[config.mk]
export PLATFORM = sky130hd
export DESIGN_NAME = bounded_stepper_pulse_generator_unit
export DESIGN_NICKNAME = d
export VERILOG_FILES = /design/src/bspg_pkg.sv /design/src/bspg_div.sv /design/src/bspg_ctrl.sv /design/src/bspg_dp.sv /design/src/bounded_stepper_pulse_generator_unit.sv
export SDC_FILE = /design/constraint.sdc
export NUM_CORES = 2
export LEC_CHECK = 0
export CORE_ASPECT_RATIO = 0.75
export CORE_MARGIN = 1.5
export CORE_UTILIZATION = 53
export CTS_CLUSTER_SIZE = 25
export DETAILED_ROUTE_END_ITERATION = 8
export DONT_BUFFER_PORTS = 1
export GPL_ROUTABILITY_DRIVEN = 0
export PLACE_DENSITY = 0.68
export REMOVE_ABC_BUFFERS = 1
export SLEW_MARGIN = 20
export SYNTH_ARGS = -nofsm -noshare
export SYNTH_HDL_FRONTEND = slang
export SYNTH_SLANG_ARGS = --single-unit
[constraint.sdc]
create_clock -name clk_i -period 15.46 [get_ports clk_i]
set_clock_uncertainty 0.2 [all_clocks]
set_input_delay 4.638 -clock clk_i [delete_from_list [all_inputs] [get_ports clk_i]]
set_output_delay 4.638 -clock clk_i [all_outputs]
set_load 0.03 [all_outputs]
[src/bspg_pkg.sv]
// Package for the bounded stepper pulse generator.
// Holds controller states, command/status structs and shared constants.
// No dependencies.
package bspg_pkg;

  // divider geometry: dividend/quotient and divisor widths
  localparam int unsigned DivW  = 34;
  localparam int unsigned DvsrW = 24;

  // configuration register indexes
  localparam logic [2:0] CfgIntervalMax = 3'd0;
  localparam logic [2:0] CfgIntervalMin = 3'd1;
  localparam logic [2:0] CfgTickPeriod  = 3'd2;
  localparam logic [2:0] CfgMaxPosition = 3'd3;
  localparam logic [2:0] CfgMaxAngle    = 3'd4;

  // configuration reset values
  localparam logic [15:0] RstIntervalMax = 16'd2000;
  localparam logic [15:0] RstIntervalMin = 16'd200;
  localparam logic [9:0]  RstTickPeriod  = 10'd20;
  localparam logic [23:0] RstMaxPosition = 24'd3200;
  localparam logic [8:0]  RstMaxAngle    = 9'd360;

  typedef enum logic [3:0] {
    ST_IDLE,
    ST_IV_MUL,
    ST_IV_RECIP,
    ST_IV_LOAD,
    ST_UPDATE,
    ST_DEG_MUL,
    ST_DEG_START,
    ST_DEG_WAIT,
    ST_DONE
  } bspg_state_e;

  // controller -> datapath
  typedef struct packed {
    logic latch_in;
    logic iv_mul;
    logic iv_recip;
    logic iv_load;
    logic div_start;
    logic update;
    logic deg_mul;
    logic deg_load;
    logic out_load;
  } bspg_cmd_t;

  // datapath -> controller
  typedef struct packed {
    logic div_busy;
    logic div_done;
    logic out_full;
  } bspg_stat_t;

endpackage

[src/bspg_div.sv]
// Bit-serial restoring divider, one quotient bit per cycle.
// Depends on bspg_pkg for the operand widths.
module bspg_div import bspg_pkg::*; (
  input  logic             clk_i,
  input  logic             rst_ni,
  input  logic             start_i,
  input  logic [DivW-1:0]  dividend_i,
  input  logic [DvsrW-1:0] divisor_i,
  output logic             busy_o,
  output logic             done_o,
  output logic [DivW-1:0]  quot_o
);

  localparam int unsigned CntW = $clog2(DivW + 1);

  logic [DivW-1:0]  dvd_q, dvd_d;
  logic [DvsrW-1:0] dvsr_q;
  logic [DvsrW-1:0] rem_q, rem_d;
  logic [CntW-1:0]  cnt_q, cnt_d;
  logic             busy_q, busy_d;
  logic             done_q, done_d;
  logic [DvsrW:0]   shifted;
  logic [DvsrW+1:0] trial;
  logic             ge;

  // one shift-subtract step
  always_comb begin
    shifted = {rem_q, dvd_q[DivW-1]};
    trial   = {1'b0, shifted} - {2'b00, dvsr_q};
    ge      = ~trial[DvsrW+1];
    rem_d   = rem_q;
    dvd_d   = dvd_q;
    cnt_d   = cnt_q;
    busy_d  = busy_q;
    done_d  = 1'b0;
    if (start_i) begin
      rem_d  = '0;
      dvd_d  = dividend_i;
      cnt_d  = CntW'(DivW);
      busy_d = 1'b1;
    end else if (busy_q) begin
      rem_d = ge ? trial[DvsrW-1:0] : shifted[DvsrW-1:0];
      dvd_d = {dvd_q[DivW-2:0], ge};
      cnt_d = cnt_q - CntW'(1);
      if (cnt_q == CntW'(1)) begin
        busy_d = 1'b0;
        done_d = 1'b1;
      end
    end
  end

  always_ff @(posedge clk_i or negedge rst_ni) begin
    if (!rst_ni) begin
      busy_q <= 1'b0;
      done_q <= 1'b0;
      cnt_q  <= '0;
    end else begin
      busy_q <= busy_d;
      done_q <= done_d;
      cnt_q  <= cnt_d;
    end
  end

  // operand registers, no reset needed
  always_ff @(posedge clk_i) begin
    rem_q <= rem_d;
    dvd_q <= dvd_d;
    if (start_i) begin
      dvsr_q <= divisor_i;
    end
  end

  assign busy_o = busy_q;
  assign done_o = done_q;
  assign quot_o = dvd_q;

endmodule

[src/bspg_ctrl.sv]
// Controller state machine for the stepper pulse generator.
// Depends on bspg_pkg for states and the command/status structs.
module bspg_ctrl import bspg_pkg::*; (
  input  logic       clk_i,
  input  logic       rst_ni,
  input  logic       in_valid_i,
  input  logic       in_func_i,
  output logic       in_ready_o,
  input  bspg_stat_t stat_i,
  output bspg_cmd_t  cmd_o
);

  bspg_state_e state_q, state_d;

  // next state
  always_comb begin
    state_d = state_q;
    case (state_q)
      ST_IDLE: begin
        if (in_valid_i) begin
          state_d = in_func_i ? ST_UPDATE : ST_IV_MUL;
        end
      end
      ST_IV_MUL:    state_d = ST_IV_RECIP;
      ST_IV_RECIP:  state_d = ST_IV_LOAD;
      ST_IV_LOAD:   state_d = ST_UPDATE;
      ST_UPDATE:    state_d = ST_DEG_MUL;
      ST_DEG_MUL:   state_d = ST_DEG_START;
      ST_DEG_START: state_d = ST_DEG_WAIT;
      ST_DEG_WAIT: begin
        if (stat_i.div_done) begin
          state_d = ST_DONE;
        end
      end
      ST_DONE: begin
        if (!stat_i.out_full) begin
          state_d = ST_IDLE;
        end
      end
      default: state_d = ST_IDLE;
    endcase
  end

  // outputs
  always_comb begin
    cmd_o      = '0;
    in_ready_o = 1'b0;
    case (state_q)
      ST_IDLE: begin
        in_ready_o     = 1'b1;
        cmd_o.latch_in = in_valid_i;
      end
      ST_IV_MUL:    cmd_o.iv_mul    = 1'b1;
      ST_IV_RECIP:  cmd_o.iv_recip  = 1'b1;
      ST_IV_LOAD:   cmd_o.iv_load   = 1'b1;
      ST_UPDATE:    cmd_o.update    = 1'b1;
      ST_DEG_MUL:   cmd_o.deg_mul   = 1'b1;
      ST_DEG_START: cmd_o.div_start = 1'b1;
      ST_DEG_WAIT:  cmd_o.deg_load  = stat_i.div_done;
      ST_DONE:      cmd_o.out_load  = ~stat_i.out_full;
      default: ;
    endcase
  end

  always_ff @(posedge clk_i or negedge rst_ni) begin
    if (!rst_ni) begin
      state_q <= ST_IDLE;
    end else begin
      state_q <= state_d;
    end
  end

  // divider is never restarted mid-division
  assert property (@(posedge clk_i) disable iff (!rst_ni)
    cmd_o.div_start |-> !stat_i.div_busy)
    else $error("divider started while busy");

  // a result is never written over one still waiting
  assert property (@(posedge clk_i) disable iff (!rst_ni)
    cmd_o.out_load |-> !stat_i.out_full)
    else $error("result register overwritten");

  // a division ends only while the controller waits for it
  assert property (@(posedge clk_i) disable iff (!rst_ni)
    stat_i.div_done |-> (state_q == ST_DEG_WAIT))
    else $error("unexpected divider completion");

  // a start is followed by a busy divider
  assert property (@(posedge clk_i) disable iff (!rst_ni)
    cmd_o.div_start |=> stat_i.div_busy)
    else $error("divider did not start");

endmodule

[src/bspg_dp.sv]
// Datapath: configuration, motor state, interval and degree arithmetic.
// Depends on bspg_pkg and bspg_div.
module bspg_dp import bspg_pkg::*; #(
  parameter int unsigned DIAL_RANGE = 100
) (
  input  logic              clk_i,
  input  logic              rst_ni,
  input  bspg_cmd_t         cmd_i,
  output bspg_stat_t        stat_o,
  input  logic              cfg_we_i,
  input  logic [2:0]        cfg_idx_i,
  input  logic [23:0]       cfg_wdata_i,
  input  logic              in_func_i,
  input  logic signed [7:0] in_dial_i,
  output logic              out_valid_o,
  input  logic              out_ready_i,
  output logic              out_step_level_o,
  output logic              out_dir_level_o,
  output logic              out_moving_o,
  output logic [23:0]       out_position_steps_o,
  output logic [8:0]        out_position_degrees_o
);

  localparam int unsigned SatMag = (DIAL_RANGE < 128) ? DIAL_RANGE : 128;
  localparam logic [7:0]  SatMagW  = 8'(SatMag);

  // reciprocal of DIAL_RANGE-1, exact for span magnitudes below 2^IvAbsW
  localparam int unsigned IvAbsW     = 23;
  localparam int unsigned DialDiv    = DIAL_RANGE - 1;
  localparam int unsigned RecipShift = IvAbsW + $clog2(DialDiv);
  localparam logic [24:0] RecipMul   =
    25'(((64'd1 << RecipShift) + 64'(DialDiv) - 64'd1) / 64'(DialDiv));

  // configuration registers
  logic [15:0] ivmax_q, ivmin_q;
  logic [9:0]  tick_q;
  logic [23:0] maxpos_q;
  logic [8:0]  maxang_q;

  always_ff @(posedge clk_i or negedge rst_ni) begin
    if (!rst_ni) begin
      ivmax_q  <= RstIntervalMax;
      ivmin_q  <= RstIntervalMin;
      tick_q   <= RstTickPeriod;
      maxpos_q <= RstMaxPosition;
      maxang_q <= RstMaxAngle;
    end else if (cfg_we_i) begin
      case (cfg_idx_i)
        CfgIntervalMax: ivmax_q  <= cfg_wdata_i[15:0];
        CfgIntervalMin: ivmin_q  <= cfg_wdata_i[15:0];
        CfgTickPeriod:  tick_q   <= cfg_wdata_i[9:0];
        CfgMaxPosition: maxpos_q <= cfg_wdata_i;
        CfgMaxAngle:    maxang_q <= cfg_wdata_i[8:0];
        default: ;
      endcase
    end
  end

  // latched input transaction
  logic              func_q;
  logic signed [7:0] dial_q;

  always_ff @(posedge clk_i) begin
    if (cmd_i.latch_in) begin
      func_q <= in_func_i;
      dial_q <= in_dial_i;
    end
  end

  // motor state registers
  logic [23:0] pos_q, pos_d;
  logic        dir_q, dir_d;
  logic [15:0] tgt_q, tgt_d;
  logic        en_q, en_d;
  logic [15:0] cnt_q, cnt_d;
  logic        pulse_q, pulse_d;
  logic        want, want_dir;
  logic [23:0] pos_step;
  logic        at_limit;

  // dial magnitude, saturated
  logic [7:0] mag, mag_sat, mag_m1;
  logic signed [16:0] iv_diff;
  logic signed [25:0] iv_prod;

  always_comb begin
    mag     = dial_q[7] ? 8'(-dial_q) : 8'(dial_q);
    mag_sat = (mag > SatMagW) ? SatMagW : mag;
    mag_m1  = mag_sat - 8'd1;
    iv_diff = $signed({1'b0, ivmin_q}) - $signed({1'b0, ivmax_q});
    iv_prod = $signed({1'b0, mag_m1}) * iv_diff;
  end

  logic signed [25:0] iv_prod_q;
  logic [32:0]        deg_prod_q;

  always_ff @(posedge clk_i) begin
    if (cmd_i.iv_mul) begin
      iv_prod_q <= iv_prod;
    end
    if (cmd_i.deg_mul) begin
      deg_prod_q <= 33'(pos_q) * 33'(maxang_q);
    end
  end

  // interval quotient by reciprocal multiply on the span magnitude
  logic [IvAbsW-1:0] iv_abs;
  logic [47:0]       recip_q;

  assign iv_abs = iv_prod_q[25] ? IvAbsW'(-iv_prod_q) : IvAbsW'(iv_prod_q);

  always_ff @(posedge clk_i) begin
    if (cmd_i.iv_recip) begin
      recip_q <= 48'(iv_abs) * 48'(RecipMul);
    end
  end

  // degree divider
  logic [DivW-1:0]   div_dividend;
  logic [DvsrW-1:0]  div_divisor;
  logic              div_busy, div_done;
  logic [DivW-1:0]   div_quot;

  assign div_dividend = DivW'(deg_prod_q) + DivW'(maxpos_q >> 1);
  assign div_divisor  = maxpos_q;

  bspg_div u_div (
    .clk_i     (clk_i),
    .rst_ni    (rst_ni),
    .start_i   (cmd_i.div_start),
    .dividend_i(div_dividend),
    .divisor_i (div_divisor),
    .busy_o    (div_busy),
    .done_o    (div_done),
    .quot_o    (div_quot)
  );

  // interval and degree results
  logic [15:0] iv_q;
  logic [8:0]  deg_q;
  logic [16:0] iv_quo, iv_new;
  logic [8:0]  deg_new;

  always_comb begin
    iv_quo = 17'(recip_q >> RecipShift);
    iv_new = {1'b0, ivmax_q} + (iv_prod_q[25] ? -iv_quo : iv_quo);
    if (maxpos_q == '0) begin
      deg_new = '0;
    end else if (div_quot > DivW'(511)) begin
      deg_new = 9'd511;
    end else begin
      deg_new = div_quot[8:0];
    end
  end

  always_ff @(posedge clk_i) begin
    if (cmd_i.iv_load) begin
      iv_q <= iv_new[15:0];
    end
    if (cmd_i.deg_load) begin
      deg_q <= deg_new;
    end
  end

  // motor state
  always_comb begin
    pos_d    = pos_q;
    dir_d    = dir_q;
    tgt_d    = tgt_q;
    en_d     = en_q;
    cnt_d    = cnt_q;
    pulse_d  = pulse_q;
    pos_step = dir_q ? pos_q + 24'd1 : pos_q - 24'd1;
    at_limit = dir_q ? (pos_q >= maxpos_q) : (pos_q == '0);
    want_dir = ~dial_q[7] && (dial_q != '0);
    want     = (dial_q != '0);
    if (want_dir && (pos_q >= maxpos_q)) begin
      want = 1'b0;
    end
    if (!want_dir && (pos_q == '0)) begin
      want = 1'b0;
    end
    if (func_q) begin
      // timer tick
      if (pulse_q) begin
        pulse_d = 1'b0;
        pos_d   = pos_step;
        cnt_d   = tgt_q;
      end else if (en_q && !at_limit) begin
        if (cnt_q <= {6'd0, tick_q}) begin
          pulse_d = 1'b1;
          cnt_d   = '0;
        end else begin
          cnt_d = cnt_q - {6'd0, tick_q};
        end
      end
    end else begin
      // dial update
      if (!want) begin
        en_d = 1'b0;
      end else begin
        if (want_dir != dir_q) begin
          if (pulse_q) begin
            pulse_d = 1'b0;
            pos_d   = pos_step;
          end
          dir_d = want_dir;
          cnt_d = iv_q;
        end
        tgt_d = iv_q;
        en_d  = 1'b1;
      end
    end
  end

  always_ff @(posedge clk_i or negedge rst_ni) begin
    if (!rst_ni) begin
      pos_q   <= '0;
      dir_q   <= 1'b1;
      tgt_q   <= RstIntervalMax;
      en_q    <= 1'b0;
      cnt_q   <= '0;
      pulse_q <= 1'b0;
    end else if (cmd_i.update) begin
      pos_q   <= pos_d;
      dir_q   <= dir_d;
      tgt_q   <= tgt_d;
      en_q    <= en_d;
      cnt_q   <= cnt_d;
      pulse_q <= pulse_d;
    end
  end

  // result register
  logic out_valid_q;

  always_ff @(posedge clk_i or negedge rst_ni) begin
    if (!rst_ni) begin
      out_valid_q <= 1'b0;
    end else if (cmd_i.out_load) begin
      out_valid_q <= 1'b1;
    end else if (out_ready_i) begin
      out_valid_q <= 1'b0;
    end
  end

  always_ff @(posedge clk_i) begin
    if (cmd_i.out_load) begin
      out_step_level_o       <= pulse_q;
      out_dir_level_o        <= dir_q;
      out_moving_o           <= en_q;
      out_position_steps_o   <= pos_q;
      out_position_degrees_o <= deg_q;
    end
  end

  assign out_valid_o     = out_valid_q;
  assign stat_o.div_busy = div_busy;
  assign stat_o.div_done = div_done;
  assign stat_o.out_full = out_valid_q & ~out_ready_i;

endmodule

[src/bounded_stepper_pulse_generator_unit.sv]
// Step/direction pulse generator with soft travel limits.
// A dial transaction passes interval multiply, reciprocal and interval load, then the
// motor update, degree multiply and bit-serial divider for the degree scaling; a tick
// transaction skips the interval steps. One is in work at a time, so the input takes
// no new transaction until the last result has gone into the output register.
// Reset: asynchronous; motor state and configuration return to their defaults.
module bounded_stepper_pulse_generator_unit import bspg_pkg::*; #(
  parameter int unsigned DIAL_RANGE = 100
) (
  input  logic              clk_i,
  input  logic              rst_ni,
  input  logic              cfg_we_i,
  input  logic [2:0]        cfg_idx_i,
  input  logic [23:0]       cfg_wdata_i,
  input  logic              in_valid_i,
  output logic              in_ready_o,
  input  logic              in_func_i,
  input  logic signed [7:0] in_dial_i,
  output logic              out_valid_o,
  input  logic              out_ready_i,
  output logic              out_step_level_o,
  output logic              out_dir_level_o,
  output logic              out_moving_o,
  output logic [23:0]       out_position_steps_o,
  output logic [8:0]        out_position_degrees_o
);

  bspg_cmd_t  cmd;
  bspg_stat_t stat;

  bspg_ctrl u_ctrl (
    .clk_i     (clk_i),
    .rst_ni    (rst_ni),
    .in_valid_i(in_valid_i),
    .in_func_i (in_func_i),
    .in_ready_o(in_ready_o),
    .stat_i    (stat),
    .cmd_o     (cmd)
  );

  bspg_dp #(
    .DIAL_RANGE(DIAL_RANGE)
  ) u_dp (
    .clk_i                 (clk_i),
    .rst_ni                (rst_ni),
    .cmd_i                 (cmd),
    .stat_o                (stat),
    .cfg_we_i              (cfg_we_i),
    .cfg_idx_i             (cfg_idx_i),
    .cfg_wdata_i           (cfg_wdata_i),
    .in_func_i             (in_func_i),
    .in_dial_i             (in_dial_i),
    .out_valid_o           (out_valid_o),
    .out_ready_i           (out_ready_i),
    .out_step_level_o      (out_step_level_o),
    .out_dir_level_o       (out_dir_level_o),
    .out_moving_o          (out_moving_o),
    .out_position_steps_o  (out_position_steps_o),
    .out_position_degrees_o(out_position_degrees_o)
  );

endmodule
==> flow_summary.ini <==
[status]
status = finished clean

[die]
num_rows = 88
initial_core_util = 0.540
die_area_um2 = 80500
io_pins = 79
core-area_um2 = 77400
die_y_um = 246
die_x_um = 327

[sta]
grt_setup_unrepaired = no
hold_viol = 0
whs_ps = 222
fin_crit_ps = 9280
tightest_slew_ps = 1060
final_max_slew_viol_count = 0
tns_ps = 0
fin_crit_sh = 0.600
setup_viol = 0
clock.fmax_mhz = 108
setup_ws_ps = 6180
slew_headroom = 0.294

[synthesis]
synthXorXnorAreaFrac = 0.0478
synth-edff-count = 201
synthCells = 4266
yosysSeqAreaShare = 0.245
synth.ff_latch_count = 372
yosys_warnings = 0
synth_compound_area_frac = 0.0986
synthSimpleGateAreaFrac = 0.113
synth_top_family_by_area = adder cells
synth_top_area_frac = 0.241
synth_fa_ha_area_frac = 0.383
async_flop_share = 0.395
synth_cell_types = 81
synth_mux_area_frac = 0.0279
syn-cell-area_um2 = 41800
avgSynthCellArea_um2 = 9.79
synth-main-ff-cell = edfxtp_1
netlist_top_cells_area = fa_1 (24%), edfxtp_1 (14%), ha_1 (14%)
synth_top_area_cell = fa_1

[global_route]
grt_max_degree = 148
grt.overflow.total = 0
grt_pass1_wl_um = 163000
grt_util_all_layers = 0.260
antenna_found_initial = 3
grt_pass1_vias = 29631

[route]
viasPerCell = 5.56
vias = 29450
ant_nets = 0
routed_wl_um = 101000
dr.pass1.iters = 5
drc = 0
drt_iter0_markers = 2255
wire_per_inst_um = 19.1

[clock_tree]
path_clk_slew_ps = 70
cts_tree = built
ctsResizeCount = 0
cts_buffers = 41
cts_sinks = 372
insertion_delay_ps = 600
clock-root-buffer = clkbuf_16
cts_setup_buffers = 0
holdBufCountCts = 0
clockBufferDepth = 3
htreeDepth = 2

[critical_path]
cp.required_ps = 15610
rrSetupSlack_ps = 6180
critPathKind = reg2reg
startpoint_type = flop
slowest_stage = a2111oi_0
crit_path_max_incr_delay_ps = 820
crit_top_cell = fa_1
crit_path_end_kind = flop
cp_max_fo = 10
crit_arrival_ps = 9430

[final_layout]
mostFrequentLayoutCells = inv_1 (815), fa_1 (502), ha_1 (476)
final_cells = 5301
layout.nets = 5251
drive_gt1_frac = 0.0626
final_common_cell = inv_1
syn_to_final_growth_pct = 6.46
num-fill-cells = 6626

[placement]
dp_hpwl_um = 80500
place_ws_ps = 6340
portBuffers = 0
dp_cells = 5224

[worst_hold_path]
hp-class = reg2reg

[job]
drv_cap = 0
==> worst max-delay path, delay by kind of cell, from the launching register on <==
kind	cells	cell delay, ps
adders and majority gates	7	3360
AOI/OAI and AO/OA	8	2290
and+or+nand+nor	6	1120
buffers and inverters	5	770
xor gates and xnor gates	2	710
DFF	1	590
==> cells by family (layout without fill, tap and decap cells) <==
group / count (synthesis) / after routing
buffers and inverters: 936 / 935
other: 0 / 1
flip-flops: 372 / 372
adder cells (fa/ha/maj): 978 / 978
XOR/XNOR: 228 / 228
AO/OA/AOI/OAI: 641 / 641
AND/OR/NAND/NOR: 1006 / 1006
multiplexers: 105 / 105
==> cell usage after synthesis (8+ instances only) <==
| cell | count |
|---|---|
| inv_1 | 815 |
| fa_1 | 502 |
| ha_1 | 476 |
| nand2_1 | 396 |
| edfxtp_1 | 201 |
| nor2_1 | 199 |
| o21ai_0 | 172 |
| a21oi_1 | 164 |
| xnor2_1 | 162 |
| dfrtp_1 | 122 |
| clkbuf_1 | 103 |
| and2_1 | 102 |
| mux2_2 | 86 |
| xor2_1 | 66 |
| nor3_1 | 64 |
| a21o_1 | 55 |
| nand3_1 | 55 |
| o21a_1 | 34 |
| nand2b_1 | 30 |
| nor4_1 | 28 |
| dfstp_2 | 25 |
| nor2b_1 | 25 |
| or3_1 | 25 |
| dfxtp_1 | 24 |
| a211oi_1 | 23 |
| o21bai_1 | 23 |
| a31oi_1 | 19 |
| nand4_1 | 19 |
| mux2i_1 | 18 |
| o211ai_1 | 18 |
| and3_1 | 17 |
| o31ai_1 | 16 |
| a311oi_1 | 11 |
| o31a_1 | 10 |
| or2_2 | 10 |
| a31o_2 | 9 |
| buf_2 | 9 |
| o311ai_0 | 9 |
| nor3b_1 | 8 |
| or4_1 | 8 |
==> per-stage QoR <==
step           cell area (um2)  utilization
2_1_floorplan            41300            -
3_3_place_gp             43000        0.555
4_1_cts                  44500        0.574
5_1_grt                  44500        0.574
6_report                 44500        0.574
3_5_place_dp             43000        0.555
==> cell type report <==
cell class	instances	area (um2)	share of cell area
flip-flops and latches	372	10200	0.230
well taps	1035	1290	0.0291
inverters	815	3060	0.0688
clock inverters	31	437	0.00982
clock buffers	45	1060	0.0239
diodes	1	2.50	0.0000563
multi-input cells	2958	28100	0.631
repair buffers	44	330	0.00743
==> path summary, 6_finish.rpt <==
kind / start / endpoint / cells after the start
min reg2reg: u_dp.deg_q[0] / u_dp.out_position_degrees_o[0] / 0
max in group asynchronous: rst_ni / u_dp.pos_q[3] / 0
min: u_dp.deg_q[0] / u_dp.out_position_degrees_o[0] / 0
max reg2reg: u_dp.iv_prod_q[0] / u_dp.recip_q[35] / 28
max: u_dp.iv_prod_q[0] / u_dp.recip_q[35] / 28
min in group asynchronous: rst_ni / u_dp.u_div.cnt_q[4] / 0
==> sequential cells by signal, indices dropped and copies added, names as in the netlist, 8 cells and up <==
| name | count |
|---|---|
| u_dp.u_div.quot_o | 34 |
| u_dp.deg_prod_q | 33 |
| u_dp.div_divisor | 24 |
| u_dp.iv_prod_q | 24 |
| u_dp.out_position_steps_o | 24 |
| u_dp.pos_q | 24 |
| u_dp.u_div.dvsr_q | 24 |
| u_dp.u_div.rem_q | 24 |
| u_dp.cnt_q | 16 |
| u_dp.iv_q | 16 |
| u_dp.ivmax_q | 16 |
| u_dp.ivmin_q | 16 |
| u_dp.recip_q | 16 |
| u_dp.tgt_q | 16 |
| u_dp.tick_q | 10 |
| u_dp.deg_q | 9 |
| u_dp.maxang_q | 9 |
| u_dp.out_position_degrees_o | 9 |
| u_dp.dial_q | 8 |
==> metal layers <==
layer  GRT usage  part of all wire  wire [um]  up-vias
met2       0.355              0.39      39400     1003
met5           0           0.00085         86        -
li1            -                 -          -    13918
met3      0.0828              0.11      11200      119
met4      0.0485             0.016       1630       10
met1       0.401              0.48      49000    14400
Power is left out: the tool's default activity adds up to more than one toggle a clock period on the data nets, which glitch-free logic cannot reach.
